`src/rtl/core/mfs_pkg.sv`:
```
package mfs_pkg;

  // Request kind carried on the input tuser
  typedef enum logic {
    OP_PUSH = 1'b0,
    OP_POP  = 1'b1
  } op_e;

  // Result status carried on the output tuser
  typedef enum logic [1:0] {
    ST_PUSH_DONE = 2'd0,
    ST_POP_DONE  = 2'd1,
    ST_POP_EMPTY = 2'd2,
    ST_PUSH_FULL = 2'd3
  } status_e;

  // Sequencer states, one-hot
  typedef enum logic [2:0] {
    SEQ_IDLE  = 3'b001,
    SEQ_READ  = 3'b010,
    SEQ_WRITE = 3'b100
  } seq_e;

  // Free list commands
  typedef struct packed {
    logic alloc;
    logic release_slot;
  } fl_ctl_t;

  // Entry store write enables
  typedef struct packed {
    logic lt_we;
    logic ent_we;
  } es_wr_t;

endpackage

```
`src/rtl/core/mfs_free_list.sv`:
```
module mfs_free_list #(
  parameter int unsigned SLOT_W   = 6,
  parameter int unsigned CNT_W    = 7,
  parameter int unsigned CAPACITY = 64
) (
  input  logic              clk_i,
  input  logic              rst_ni,
  input  mfs_pkg::fl_ctl_t  ctl_i,
  input  logic [SLOT_W-1:0] rel_slot_i,
  output logic [SLOT_W-1:0] slot_o,
  output logic              full_o
);

  import mfs_pkg::*;

  // stack of returned slots, plus a counter of never-used slots
  logic [SLOT_W-1:0] stack_mem [CAPACITY];
  logic [SLOT_W-1:0] rd_q;
  logic [CNT_W-1:0]  depth_q, depth_d;
  logic [CNT_W-1:0]  fresh_q, fresh_d;
  logic              has_stack;

  assign has_stack = (depth_q != '0);
  assign slot_o    = has_stack ? rd_q : fresh_q[SLOT_W-1:0];
  assign full_o    = ~has_stack && (fresh_q == CNT_W'(CAPACITY));

  // counter update
  always_comb begin
    depth_d = depth_q;
    fresh_d = fresh_q;
    if (ctl_i.alloc) begin
      if (has_stack) depth_d = depth_q - CNT_W'(1);
      else           fresh_d = fresh_q + CNT_W'(1);
    end else if (ctl_i.release_slot) begin
      depth_d = depth_q + CNT_W'(1);
    end
  end

  always_ff @(posedge clk_i or negedge rst_ni) begin
    if (!rst_ni) begin
      depth_q <= '0;
      fresh_q <= '0;
    end else begin
      depth_q <= depth_d;
      fresh_q <= fresh_d;
    end
  end

  // stack memory: top is read every cycle
  always_ff @(posedge clk_i) begin
    if (ctl_i.release_slot) stack_mem[depth_q[SLOT_W-1:0]] <= rel_slot_i;
    rd_q <= stack_mem[SLOT_W'(depth_q - CNT_W'(1))];
  end

endmodule

```
`config.mk`:
```
export PLATFORM = sky130hd
export DESIGN_NAME = mfs_free_list
export DESIGN_NICKNAME = d
export VERILOG_FILES = /design/src/rtl/core/mfs_pkg.sv /design/src/rtl/core/mfs_free_list.sv
export SDC_FILE = /design/constraint.sdc
export NUM_CORES = 1
export LEC_CHECK = 0
export ABC_AREA = 1
export BUFFER_PORTS_ARGS = -buffer_cell sky130_fd_sc_hd__buf_4
export CAP_MARGIN = 40
export CORE_ASPECT_RATIO = 1.1
export CORE_UTILIZATION = 50
export CTS_BUF_LIST = sky130_fd_sc_hd__clkbuf_8
export DETAILED_ROUTE_END_ITERATION = 8
export PLACE_DENSITY = 0.65
export SETUP_SLACK_MARGIN = 0.2
export SLEW_MARGIN = 20
export SYNTH_ARGS = -nofsm -noshare
export SYNTH_HDL_FRONTEND = slang
export SYNTH_SLANG_ARGS = --single-unit
```
`constraint.sdc`:
```
create_clock -name clk_i -period 5.5 [get_ports clk_i]
set_input_delay 0.55 -clock clk_i [delete_from_list [all_inputs] [get_ports clk_i]]
set_output_delay 0.55 -clock clk_i [all_outputs]
set_load 0.01 [all_outputs]
```
==> flow_summary.ini <==
[cells_and_area]
final_cell_mix = nand2_1 (527), edfxtp_1 (384), nand3_1 (248)
area_growth_pct = 9.15
finalCoreUtilization_pct = 55.8
drive_gt1_share_pct = 8.90
n_antenna_cell = 0
nets = 1696
final_common_cell = nand2_1

[clock_network]
htree_levels = 2
clockBufferDepth = 3
cts_buffers = 60
cts_root_buffer = clkbuf_8
cts_num_sinks = 404
clkLatencyLatePin_ns = 0.62
cts_tree = yes
clk_pin_slew_ns = 0.06

[floorplan]
io_pins = 17
dieArea_um2 = 35900
coreArea_um2 = 34400
die_h_um = 199
start_util_pct = 51.2
row_count = 71
die_w_um = 181

[timing]
fin_crit_sh_pct = 61.0
min_period_ns = 3.36
worst_pin_slew_ns = 0.876
fmax_mhz = 298
setup_violations = 0
relSlewSlack_pct = 41.4
rsz0062_at_grt = false
timing.setup.tns_ns = 0
fin_skew_ns = 0.0156
hold_violations = 0
slew_violations = 0

[yosys]
ys_async_sr_fraction_pct = 3.47
syn-cell-area_um2 = 17600
synth_ff_type = edfxtp_1
yosys_warnings = 0
muxShareOfSynthArea_pct = 0
synth-compound-area-share_pct = 1.68
synth_seq_cells = 404
synth.area.top_cells = edfxtp_1 (66%), nand2_1 (11%), nand3_1 (7.1%)
synth_top_family_by_area = simple AND/OR/NAND/NOR gates
synth-edff-count = 384
yosysSeqAreaShare_pct = 68.2
synthAdderAreaFrac_pct = 0.285
synth-simple-area-share_pct = 23.0
yosys.area.top_type_share_pct = 65.6
synth_fp_nets = 1685
synth.avg_cell_area_um2 = 10.5
synth-xor-area-share_pct = 0.676
yosys.area.top_type = edfxtp_1
synth_cell_type_count = 37
syn-instance-count = 1671

[power_and_ir_drop]
p_comb_share_pct = 42.9
swShare_pct = 42.1
p_int_w = 0.00604
ir_drop_v = 0.000359
power_density_nw_per_um2 = 543
pwr-share-seq_pct = 35.2
p_switching_w = 0.00440
clockPowerShare_pct = 21.8
power.leakage_nw = 7.63

[grt]
grt_util_all_layers_pct = 24.1
grt_remaining_overflow = 0
grt_pass1_vias = 11426
grt_pass1_wl_um = 65000
antenna_found_initial = 0
grt_max_degree = 87

[critical_path]
cp.arrival_ns = 2.81
crit_type = flip-flop to output pin
path_max_fanout = 40
path_buf_inv = 3
critPathSlowestCell = dfrtp_4
cp-end-kind = output pin
crit_required_ns = 4.95
crit_family = simple AND/OR/NAND/NOR gates
crit_path_cell_trace = inv_6 -> ha_4 -> nand2_2 -> nor3_4 -> inv_2 -> or2_4 -> nor4_4 -> buf_4
cp-start-kind = flip-flop
cp_slowest_stage_delay_ns = 0.52

[drt]
drc = 0
num_vias = 11738
drtPass1Iterations = 6
ant_nets = 0
wirelength_um = 42300
wl_per_cell_um = 19.5
viasPerCell = 5.41
initialDrtViolationCount = 1117

[outcome]
status = finished, final reports clean

[run]
maxCapViolations = 0

[min_path]
hold_path_class = input port to flip-flop

[placed_design]
io_buffers = 16
dp_hpwl_um = 25400
gp_congestion = 0.863
final cells by class:
class / instances / area (µm²)
sequential: 404 / 12000
fill: 2908 / 15200
clock buffer: 63 / 867
clock inverter: 48 / 255
timing repair buffer: 34 / 343
multi-input combinational: 1023 / 4560
tap: 438 / 548
inverter: 159 / 616
final timing paths:
| check | startpoint | end | slack [ns] | depth (start not counted) |
|---|---|---|---|---|
| hold reg to reg | fresh_q[6]$_DFFE_PN0P_ | fresh_q[6]$_DFFE_PN0P_ | 0.53 | 2 |
| setup reg to reg | depth_q[0]$_DFFE_PN0P_ | stack_mem[4][5]$_DFFE_PP_ | 2.31 | 4 |
| max in group asynchronous | rst_ni | depth_q[0]$_DFFE_PN0P_ | 4.92 | 2 |
| min in group asynchronous | rst_ni | fresh_q[3]$_DFFE_PN0P_ | 0.37 | 2 |
| hold / removal | ctl_i[1] | fresh_q[0]$_DFFE_PN0P_ | 0.31 | 3 |
| setup / recovery | depth_q[0]$_DFFE_PN0P_ | full_o | 2.14 | 8 |
registers in the layout (all words and copies together), names as in the netlist:
| signal | count |
|---|---|
| rd_q | 6 |
| fresh_q | 7 |
| depth_q | 7 |
| stack_mem | 384 |
Yosys cell counts (2+ instances only):
cell type,number
nand2_1,527
edfxtp_1,384
nand3_1,248
inv_1,147
nor2_1,142
o21ai_0,44
buf_2,41
clkbuf_1,19
dfrtp_1,14
buf_4,12
inv_2,11
nand4_1,8
xor2_1,8
buf_1,7
nand3_2,7
o21ai_1,7
buf_6,6
dfxtp_1,6
nor4_1,5
ha_1,4
nand2_2,4
nor3_1,3
nor2_2,2
xor2_2,2
per-stage QoR:
step	hold slack [ns]	total power, W	area (µm²)	cells	setup slack (ns)
floorplan	0.254	0.00689	17600	1671	2.83
global placement	0.416	0.00806	17900	2052	2.34
detailed placement	0.416	0.00816	18000	2055	2.33
CTS	0.275	0.0104	19200	2167	2.10
global route	0.277	0.0111	19200	2169	1.99
finish	0.313	0.0104	19200	2169	2.14
metal layers:
layer	track usage, %	vias up	share of wire (%)
met5	0	-	0
met4	11.4	0	4.0
met3	3.53	79	6.1
met2	40.2	429	48
met1	31.2	5635	42
li1	-	5595	-
cell families after synthesis:
| kind of cell | count (synthesis) |
|---|---|
| DFF | 404 |
| adders and majority gates | 4 |
| xor gates and xnor gates | 11 |
| and+or+nand+nor | 953 |
| AOI/OAI and AO/OA | 55 |
| buffers and inverters | 244 |
power groups by stage:
| stage | combinational (W) | clock [W] | sequential, W |
|---|---|---|---|
| 2_1_floorplan | 0.00323 | 0 | 0.00366 |
| 3_3_place_gp | 0.00432 | 0 | 0.00373 |
| 3_5_place_dp | 0.00442 | 0 | 0.00374 |
| 4_1_cts | 0.00444 | 0.00231 | 0.00367 |
| 5_1_grt | 0.00493 | 0.00243 | 0.00369 |
| 6_report | 0.00448 | 0.00228 | 0.00368 |
timing repair:
item	4_1_cts	5_1_grt
hold buffers	1	0
endpoints found under the hold margin	14	0
gates resized for setup	0	0
buffers inserted	0	0
worst reg2reg max path, cell delays in order, from the launching register on:
cell and delay [ns]:
dfrtp_4 0.52, inv_6 0.25, buf_4 0.66, nand4_1 0.76
nor2_1 0.65
(Power assumes the default switching activity.)
