===== src/rtl/core/mfs_pkg.sv =====
package mfs_pkg;

  // Request kind carried on the input tuser
  typedef enum logic {
    OP_PUSH = 1'b0,
    OP_POP  = 1'b1
  } op_e;

  // Result status carried on the output tuser
  typedef enum logic [1:0] {
    ST_PUSH_DONE = 2'd0,
    ST_POP_DONE  = 2'd1,
    ST_POP_EMPTY = 2'd2,
    ST_PUSH_FULL = 2'd3
  } status_e;

  // Sequencer states, one-hot
  typedef enum logic [2:0] {
    SEQ_IDLE  = 3'b001,
    SEQ_READ  = 3'b010,
    SEQ_WRITE = 3'b100
  } seq_e;

  // Free list commands
  typedef struct packed {
    logic alloc;
    logic release_slot;
  } fl_ctl_t;

  // Entry store write enables
  typedef struct packed {
    logic lt_we;
    logic ent_we;
  } es_wr_t;

endpackage


===== src/rtl/core/mfs_entry_store.sv =====
module mfs_entry_store #(
  parameter int unsigned VALUE_BITS = 10,
  parameter int unsigned SLOT_W     = 6,
  parameter int unsigned CAPACITY   = 64
) (
  input  logic                  clk_i,
  input  mfs_pkg::es_wr_t       wr_i,
  // level top memory
  input  logic [SLOT_W-1:0]     lt_rd_addr_i,
  output logic [SLOT_W-1:0]     lt_rd_data_o,
  input  logic [SLOT_W-1:0]     lt_wr_addr_i,
  input  logic [SLOT_W-1:0]     lt_wr_data_i,
  // entry memory
  input  logic [SLOT_W-1:0]     ent_rd_addr_i,
  output logic [VALUE_BITS-1:0] ent_val_o,
  output logic [SLOT_W-1:0]     ent_below_o,
  output logic                  ent_bottom_o,
  input  logic [SLOT_W-1:0]     ent_wr_addr_i,
  input  logic [VALUE_BITS-1:0] ent_wr_val_i,
  input  logic [SLOT_W-1:0]     ent_wr_below_i,
  input  logic                  ent_wr_bottom_i
);

  import mfs_pkg::*;

  logic [SLOT_W-1:0]     lt_mem     [CAPACITY];
  logic [VALUE_BITS-1:0] val_mem    [CAPACITY];
  logic [SLOT_W-1:0]     below_mem  [CAPACITY];
  logic                  bottom_mem [CAPACITY];

  logic [SLOT_W-1:0]     lt_rd_q;
  logic [VALUE_BITS-1:0] val_rd_q;
  logic [SLOT_W-1:0]     below_rd_q;
  logic                  bottom_rd_q;

  // newest slot of each level
  always_ff @(posedge clk_i) begin
    if (wr_i.lt_we) lt_mem[lt_wr_addr_i] <= lt_wr_data_i;
    lt_rd_q <= lt_mem[lt_rd_addr_i];
  end

  // linked entries; bottom marks the oldest entry of its level
  always_ff @(posedge clk_i) begin
    if (wr_i.ent_we) begin
      val_mem[ent_wr_addr_i]    <= ent_wr_val_i;
      below_mem[ent_wr_addr_i]  <= ent_wr_below_i;
      bottom_mem[ent_wr_addr_i] <= ent_wr_bottom_i;
    end
    val_rd_q    <= val_mem[ent_rd_addr_i];
    below_rd_q  <= below_mem[ent_rd_addr_i];
    bottom_rd_q <= bottom_mem[ent_rd_addr_i];
  end

  assign lt_rd_data_o = lt_rd_q;
  assign ent_val_o    = val_rd_q;
  assign ent_below_o  = below_rd_q;
  assign ent_bottom_o = bottom_rd_q;

endmodule


===== config.mk =====
export PLATFORM = sky130hd
export DESIGN_NAME = mfs_entry_store
export DESIGN_NICKNAME = d
export VERILOG_FILES = /design/src/rtl/core/mfs_pkg.sv /design/src/rtl/core/mfs_entry_store.sv
export SDC_FILE = /design/constraint.sdc
export NUM_CORES = 1
export LEC_CHECK = 0
export BUFFER_PORTS_ARGS = -buffer_cell sky130_fd_sc_hd__buf_4
export CAP_MARGIN = 20
export CORE_AREA = 4 4 466 422
export DETAILED_ROUTE_END_ITERATION = 12
export DIE_AREA = 0 0 470 426
export GPL_ROUTABILITY_DRIVEN = 0
export GPL_TIMING_DRIVEN = 0
export PLACE_DENSITY = 0.48
export SKIP_CTS_REPAIR_TIMING = 1
export SLEW_MARGIN = 20
export SYNTH_ARGS = -nofsm -noshare
export SYNTH_HDL_FRONTEND = slang
export SYNTH_SLANG_ARGS = --single-unit
export TNS_END_PERCENT = 100

===== constraint.sdc =====
create_clock -name clk_i -period 2.6 [get_ports clk_i]
set_input_delay 0.52 -clock clk_i [delete_from_list [all_inputs] [get_ports clk_i]]
set_output_delay 0.52 -clock clk_i [all_outputs]
set_load 0.01 [all_outputs]

==> results, run 1 <==
- The share of layout cells above drive strength 1 is 0.308.
- The number of instances in the synthesized netlist is ~2500.
- Of the total power, the clock network draws 0.435.
- After detailed routing, the number of remaining DRC violations is 0.
- The final reports fail on negative setup slack.
- The wire length of the first global-routing pass is roughly 210000 um.
- The chip width is approximately 470 um.
- The worst reg2reg path endpoint is ent_below_o[1].
- The count of flip-flops with a built-in enable after synthesis is 1472.
- The depth of the CTS H-tree is 4.
- The total congestion overflow after global routing is 0.
- The total leakage power is 20.5 nW.
- The total of warnings raised by yosys is 0.
- The first-pass detailed-route iteration total is 5.
- The number of global-route vias before repair came to 28600.
- The completed layout was analyzed and its total power is 52.1 mW.
- The routed via count is 27300.
- Of all nets on the critical path, the largest fanout is 10.
- OpenSTA, run right after detailed placement, puts the worst setup slack at -1.55 ns.
- The tool flagged a number of max-cap violations equal to 0.
- The number of design-rule violations left by the first detailed-router iteration is 2843.
- The endpoint type of the worst setup path is a register.
- In the synthesized netlist the dominant register cell turns out to be sky130_fd_sc_hd__edfxtp_1.
- The synthesis-to-layout area growth is 17.0%.
- The critical path arrival is 3.28 ns.
- The count of pins on the block boundary is 73.
- The total routing resource utilization after global routing is 0.148.
- The logic gate share of total power is 0.052.
- Setup repair after global routing could not meet its margin everywhere.
- After synthesis the netlist holds a flip-flop and latch count of between 1000 and 1500.
- The critical path is of the primary input to register type.
- The net switching share of the total power is 0.216.
- The final max-slew violation count is 0.
- Entering global routing, the biggest net connects 65 pins.
- The class of the worst hold path is primary input to register.
- The depth of the worst register-to-register path is 4.
- The number of inserted filler cells in the final layout is 17800.
- Once placement finished, the instance area stood at 0.0616 sq mm.
- The setup-violating endpoint count in the final report is 1.
- The top cell types in the final layout, fill and taps aside, are 1472 x sky130_fd_sc_hd__edfxtp_1, 378 x sky130_fd_sc_hd__mux4_2, 165 x sky130_fd_sc_hd__clkbuf_16.
- The number of placement rows is 153.
- The data required time at the worst endpoint is 3.18 ns.
- The clock slew at the register clock pins of the worst setup and hold paths is ~0.060 ns.
- The average via count per standard cell is slightly below 5.
- The count of nets left with antenna violations once routing finished came out at 0.
- The later-pin clock latency in the skew report is 0.79 ns.
- Following the worst setup path forward leads to its endpoint at ent_below_o[1].
- The die height is around 430 um.
- For this run, the top clock speed supported by timing is 0.371 GHz.
- The internal portion of the total power is slightly above 40 mW.
- The number of port buffers is 57.
- For this design, the sink count on the clock tree is 1495.
- The final hold violation count is 0.
- The worst pin sits at a relative slew slack of 0.288.
- The design area is roughly 0.067 sq mm.
- The CTS tree is yes.
- Of the available clock period, the critical path in the final layout requires 1.04.
- The number of antenna violations at the first check in global routing came to 7.
- The die covers 0.200 sq mm.
- Measured on the finished design, the core utilization comes to 0.348.
- For this block, the routed nets add up to 150000 um of wire.
- Counting the buffers created by CTS gives 161.
- The analysis attributes to net switching a power of about 11 mW.
- The post-synthesis instance area is 0.0572 sq mm.
- The share of total power dissipated in sequential elements is 0.513.
- For the pin with the worst max-slew slack, the measured transition is 1.06 ns.
- The minimum setup slack among reg-to-reg paths is 0.17 ns.
- The share of the Yosys chip area taken by registers is 0.781.
- Tracing the worst setup path back leads to its startpoint at ent_rd_addr_i[1].
- The worst register-to-register path begins at below_mem[38][1].
- The worst clock skew is between 0.02 and 0.03 ns.
- VDD sags by at most 0.640 mV.
- Synthesis instantiated 48 different standard cells from the library.
- Once routing completed, OpenROAD measured the worst setup slack at -0.0953 ns.
- The area of the placeable core is approximately 0.19 sq mm.
- The number of nets in the layout is 2839.
- Counting every net in the synthesized netlist gives 2581.
- For this run, asynchronously set or reset flops after synthesis account for 0.
- Leaving out fill and tap cells, the most frequent cell in the layout is sky130_fd_sc_hd__edfxtp_1.
- After legalization and detailed placement, the total HPWL measured 97600 um.
- The power per standard cell area is 778 mW/mm^2.
- The maximum clock insertion buffer count is 3.
- The startpoint type of the worst setup path is a primary input.
- The clock root buffer master is sky130_fd_sc_hd__clkbuf_16.
- The average instance in the mapped netlist occupies approximately 23 sq um.
- The starting density of the core is 0.298.
- The run finished, with violations left.
- In the final routed layout, each cell accounts on average for 27.4 um.
- The smallest clock period supported by the final layout is computed as 2.70 ns.
- Summed over all failing endpoints, the final setup total negative slack is -0.0953 ns.
how the worst min path moves through the flow:
stage / from / end / slack [ns] / cells past startpoint
after floorplan: ent_wr_below_i[0] / below_mem[0][0] / 0.62 / 0
after global placement: lt_mem[17][3] / lt_rd_data_o[3] / 0.90 / 4
after detailed placement: ent_val_o[4] / ent_val_o[4] / 0.91 / 1
after CTS: lt_wr_data_i[2] / lt_mem[57][2] / 0.25 / 1
after global routing: lt_wr_data_i[2] / lt_mem[57][2] / 0.28 / 1
final: ent_wr_val_i[0] / val_mem[37][0] / 0.28 / 1
power by group through the flow:
stage,clock (mW),combinational (mW),sequential [mW]
4_1_cts,23.2,2.76,26.7
3_3_place_gp,0,2.66,27.2
3_5_place_dp,0,2.75,27.2
2_1_floorplan,0,1.34,27.2
5_1_grt,24.1,2.89,26.7
6_report,22.7,2.73,26.7
metrics by stage:
| step | hold slack, ns | instances |
|---|---|---|
| 2_1_floorplan | 0.619 | 2531 |
| 3_3_place_gp | 0.901 | 5145 |
| 3_5_place_dp | 0.913 | 5184 |
| 4_1_cts | 0.246 | 5476 |
| 5_1_grt | 0.284 | 5475 |
| 6_report | 0.282 | 5480 |
layout make-up:
cell class / instances / area (sq um) / area share
well taps: 2557 / 3200 / 0.0478
diodes: 5 / 12.5 / 0.000187
plain buffers: 140 / 811 / 0.0121
repair buffers: 96 / 886 / 0.0132
clock buffers: 202 / 4300 / 0.0642
clock inverters: 90 / 910 / 0.0136
inverters: 1 / 3.75 / 0.0000561
flip-flops and latches: 1495 / 44700 / 0.667
multi-input cells: 894 / 12200 / 0.182
critical path, cell delays in order:
cell and delay [ns]:
sky130_fd_sc_hd__buf_4 0.12, sky130_fd_sc_hd__buf_4 0.24, sky130_fd_sc_hd__buf_6 0.25, sky130_fd_sc_hd__clkbuf_2 0.36, sky130_fd_sc_hd__mux4_2 0.41, sky130_fd_sc_hd__mux4_2 0.62
sky130_fd_sc_hd__o21ai_1 0.46, sky130_fd_sc_hd__o31ai_2 0.26
synthesized netlist by cell type, types with 2 or more instances:
cell type	count	area, sq um
sky130_fd_sc_hd__dfxtp_1	23	460
sky130_fd_sc_hd__nor4_1	3	18.8
sky130_fd_sc_hd__nor2b_1	30	188
sky130_fd_sc_hd__a21oi_1	15	75.1
sky130_fd_sc_hd__mux2_2	21	236
sky130_fd_sc_hd__or3_1	5	31.3
sky130_fd_sc_hd__nand2_1	19	71.3
sky130_fd_sc_hd__buf_6	13	146
sky130_fd_sc_hd__and2_1	3	18.8
sky130_fd_sc_hd__nor3_1	12	60.1
sky130_fd_sc_hd__nand2b_1	7	43.8
sky130_fd_sc_hd__nand4_1	6	37.5
sky130_fd_sc_hd__a21o_1	4	30.0
sky130_fd_sc_hd__mux4_2	378	8510
sky130_fd_sc_hd__o221ai_1	30	263
sky130_fd_sc_hd__o21ai_0	5	25.0
sky130_fd_sc_hd__o31ai_1	13	97.6
sky130_fd_sc_hd__nor2_1	141	529
sky130_fd_sc_hd__a22oi_1	22	165
sky130_fd_sc_hd__o21ai_1	23	115
sky130_fd_sc_hd__mux2i_1	57	571
sky130_fd_sc_hd__or3b_2	2	17.5
sky130_fd_sc_hd__buf_4	21	158
sky130_fd_sc_hd__nand3b_1	7	52.6
sky130_fd_sc_hd__a221oi_1	5	43.8
sky130_fd_sc_hd__clkbuf_1	45	169
sky130_fd_sc_hd__o22ai_1	21	131
sky130_fd_sc_hd__a211oi_1	26	195
sky130_fd_sc_hd__edfxtp_1	1472	44200
sky130_fd_sc_hd__a31o_1	2	17.5
sky130_fd_sc_hd__buf_1	8	30.0
sky130_fd_sc_hd__or2_2	2	12.5
sky130_fd_sc_hd__a31oi_1	3	18.8
sky130_fd_sc_hd__buf_2	54	270
sky130_fd_sc_hd__nand3_1	20	100
registers in the layout (all words and copies together) (netlist names):
| register | cells |
|---|---|
| ent_val_o | 10 |
| bottom_mem | 64 |
| val_mem | 640 |
| lt_rd_data_o | 6 |
| ent_below_o | 6 |
| below_mem | 384 |
| ent_bottom_o | 1 |
| lt_mem | 384 |
kinds of logic after synthesis:
logic type | share of synthesized area
AND/OR/NAND/NOR | 0.0212
flip-flops | 0.781
AO/OA/AOI/OAI | 0.0218
multiplexers | 0.163
buffers and inverters | 0.0136
layer usage:
| layer | vias up | wire length (um) | global-route usage |
|---|---|---|---|
| met3 | 223 | 9580 | 0.0276 |
| met5 | - | 13 | 0 |
| met4 | 2 | 3600 | 0.0440 |
| met2 | 918 | 72200 | 0.241 |
| li1 | 11300 | - | - |
| met1 | 14800 | 64700 | 0.203 |
Note: power is estimated with default switching activity, not from simulation.
==> inputs of run 2 (changes only) <==
PLACE_DENSITY = 0.47   (was 0.48)
clock period = 3.5 ns   (was 2.6 ns; I/O delays follow)
==> results, run 2 (synthesis results as in run 1) <==
- Result of the run: completed (was finished with violations).
- The final hold violation count came to 0 (unchanged).
- The data required time at the worst endpoint came to 4.18 ns (was 3.18 ns).
- The measured slew at the worst slew-check pin was 1.01 ns (was 1.06 ns).
- The count of pins on the block boundary is 73 (unchanged).
- The met1 layer wirelength in the final routing is 65000 um (was 64700 um).
- The final max-slew violation count is 0 (unchanged).
- The largest fanout on the critical path is 10 (unchanged).
- The number of inserted filler cells in the final layout is 17800 (about the same).
- The critical path arrival is 3.77 ns (was 3.28 ns).
- The commonest non-fill, non-tap cell in the layout is sky130_fd_sc_hd__edfxtp_1 (unchanged).
- The power after layout is 38.3 mW (was 52.1 mW).
- The routed length per instance is 27.4 um (about the same).
- The overall routed net length came to 150000 um (about the same).
- The maximum vdd ir drop came to 0.351 mV (was 0.640 mV).
- The register containing the most flip-flops in the final layout was val_mem (unchanged).
- The max-slew headroom at the worst pin came to 0.327 (was 0.288).
- The total leakage power is 20.4 nW (was 20.5 nW).
- The remaining routing DRC violations is 0 (unchanged).
- The delay of the slowest cell on the worst path was 0.61 ns (was 0.62 ns).
- The synthesis-to-layout area growth is 16.7% (was 17.0%).
- The total congestion overflow after global routing came to 0 (unchanged).
- The residual antenna-violating net count after detailed routing came to 0 (unchanged).
- The clock sink count is 1495 (unchanged).
- The depth of the CTS H-tree was 4 (unchanged).
- The maximum number of pins on one net before global-route repair is 65 (unchanged).
- The share of the clock period used by the worst path after layout is 0.885.
- The flip-flop count of the largest register, all copies and words added came to 640 (unchanged).
- The critical-path cell with the highest stage delay is sky130_fd_sc_hd__clkbuf_1 (was sky130_fd_sc_hd__mux4_2).
- The number of nets in the layout is 2839 (unchanged).
- The class of the worst hold path is primary input to register (unchanged).
- The setup TNS is 0 ns (was -0.0953 ns).
- The number of design-rule violations left by the first detailed-router iteration was 3049 (was 2843).
- Timing would allow up to 0.323 GHz.
- The power per standard cell area is 574 mW/mm^2 (was 778 mW/mm^2).
- Top library cells by usage in the layout, fill and taps aside: 1472 x sky130_fd_sc_hd__edfxtp_1, 378 x sky130_fd_sc_hd__mux4_2, 169 x sky130_fd_sc_hd__clkbuf_16 (was 1472 x sky130_fd_sc_hd__edfxtp_1, 378 x sky130_fd_sc_hd__mux4_2, 165 x sky130_fd_sc_hd__clkbuf_16).
- RSZ-0062 raised after global routing: false (was true).
- The HPWL after detailed placement is 97100 um (was 97600 um).
- The area of the placeable core came to 0.192 sq mm (unchanged).
- The worst slack at placement was -0.561 ns (was -1.55 ns).
- The number of global-route vias before repair is 28700 (was 28600).
- The topmost layer with routed signal wires is met4 (was met5).
- The chip width is 470 um (unchanged).
- The number of port buffers was 57 (unchanged).
- The area enclosed by the die boundary is 0.200 sq mm (unchanged).
- After layout, the minimum clock period comes to 3.10 ns.
- The wire length of the first global-routing pass is 213000 um (about the same).
- The met2 wirelength from detailed routing is 71500 um (was 72200 um).
- The starting density of the core is 0.298 (unchanged).
- The share of layout cells above drive strength 1 is 0.301 (was 0.308).
- Registers with the highest flip-flop counts: val_mem x640, below_mem x384, lt_mem x384 (unchanged).
- The number of antenna violations at the first check in global routing is 4 (was 7).
- The endpoint type of the worst setup path is a register (unchanged).
- The clock slew at the register clock pins of the worst setup and hold paths was 0.06 ns (about the same).
- The worst clock skew was 0.0313 ns (was 0.0258 ns).
- The number of maximum-capacitance constraint violations is 0 (unchanged).
- The setup-violating endpoint count in the final report is 0 (was 1).
- The CTS tree is yes (unchanged).
- The setup slack of the critical path after layout is 0.403 ns (was -0.0953 ns).
- The clock root buffer master is sky130_fd_sc_hd__clkbuf_16 (unchanged).
- The first-pass detailed-route iteration total was 5 (unchanged).
- The total routing resource utilization after global routing came to 0.149 (was 0.148).
- The startpoint type of the worst setup path is a primary input (unchanged).
- The number of placement rows is 153 (unchanged).
- The average via count per standard cell is 4.96 (was 4.97).
- The routed via count is 27200 (was 27300).
- The later-pin clock latency in the skew report is 0.80 ns (was 0.79 ns).
- The detailed-routed wire length on met3 is 9170 um (was 9580 um).
- The sequential cell area is 0.0447 sq mm (unchanged).
- The maximum clock insertion buffer count is 3 (unchanged).
- Cell-by-cell trace of the critical path: buf_4 > buf_2 > nand3b_1 > clkbuf_1 > o221ai_1 > a21oi_1 > o21ai_1 > o31ai_1 (was buf_4 > buf_4 > buf_6 > clkbuf_2 > mux4_2 > mux4_2 > o21ai_1 > o31ai_2).
- The die height is 426 um (unchanged).
- The number of CTS-inserted buffers is 162 (was 161).
- The footprint of the multi-input gates is 0.0121 sq mm (was 0.0122 sq mm).
- The type of the setup path with the least slack is primary input to register (unchanged).
run 2: layout make-up:
cell class / count / area share
diodes: 2 / 0.0000750
clock inverters: 96 / 0.0118
multi-input cells: 894 / 0.181
clock buffers: 203 / 0.0653
repair buffers: 94 / 0.0128
flip-flops and latches: 1495 / 0.669
plain buffers: 141 / 0.0116
inverters: 1 / 0.0000562
well taps: 2557 / 0.0479
run 2: worst paths after layout:
path              depth (start not counted)  slack [ns]               to        startpoint
setup / recovery                          8        0.40     ent_val_o[1]  ent_rd_addr_i[4]
setup reg to reg                          4        1.19     ent_val_o[9]    val_mem[55][9]
hold / removal                            4        0.44  lt_rd_data_o[5]   lt_rd_addr_i[5]
hold reg to reg                           3        0.89     ent_val_o[1]     val_mem[6][1]
run 2: worst max-delay path, delay by kind of cell:
kind            cells  cell delay (ns)
compound gates      4             1.43
buf+inv             3             1.15
simple gates        1             0.46
run 2: per-stage QoR:
step	std cells	util	hold slack, ns	area (sq um)
global placement	5145	0.317	0.918	60800
global route	5482	0.347	0.391	66800
floorplan	2531	-	0.703	57200
CTS	5480	0.347	0.357	66700
finish	5483	0.347	0.442	66800
detailed placement	5181	0.320	0.875	61600
run 2: power by group:
part / internal (mW) / total, mW / switching, mW
registers: 19.8 / 19.9 / 0.0380
clock network: 9.50 / 16.5 / 6.97
logic: 0.699 / 2.00 / 1.30
total: 30.0 / 38.3 / 8.31
run 2: routing by layer:
| metal | vias to the layer above | GRT usage |
|---|---|---|
| met5 | - | 0 |
| met4 | 0 | 0.0506 |
| met3 | 237 | 0.0315 |
| met2 | 902 | 0.237 |
| met1 | 14700 | 0.203 |
| li1 | 11300 | - |
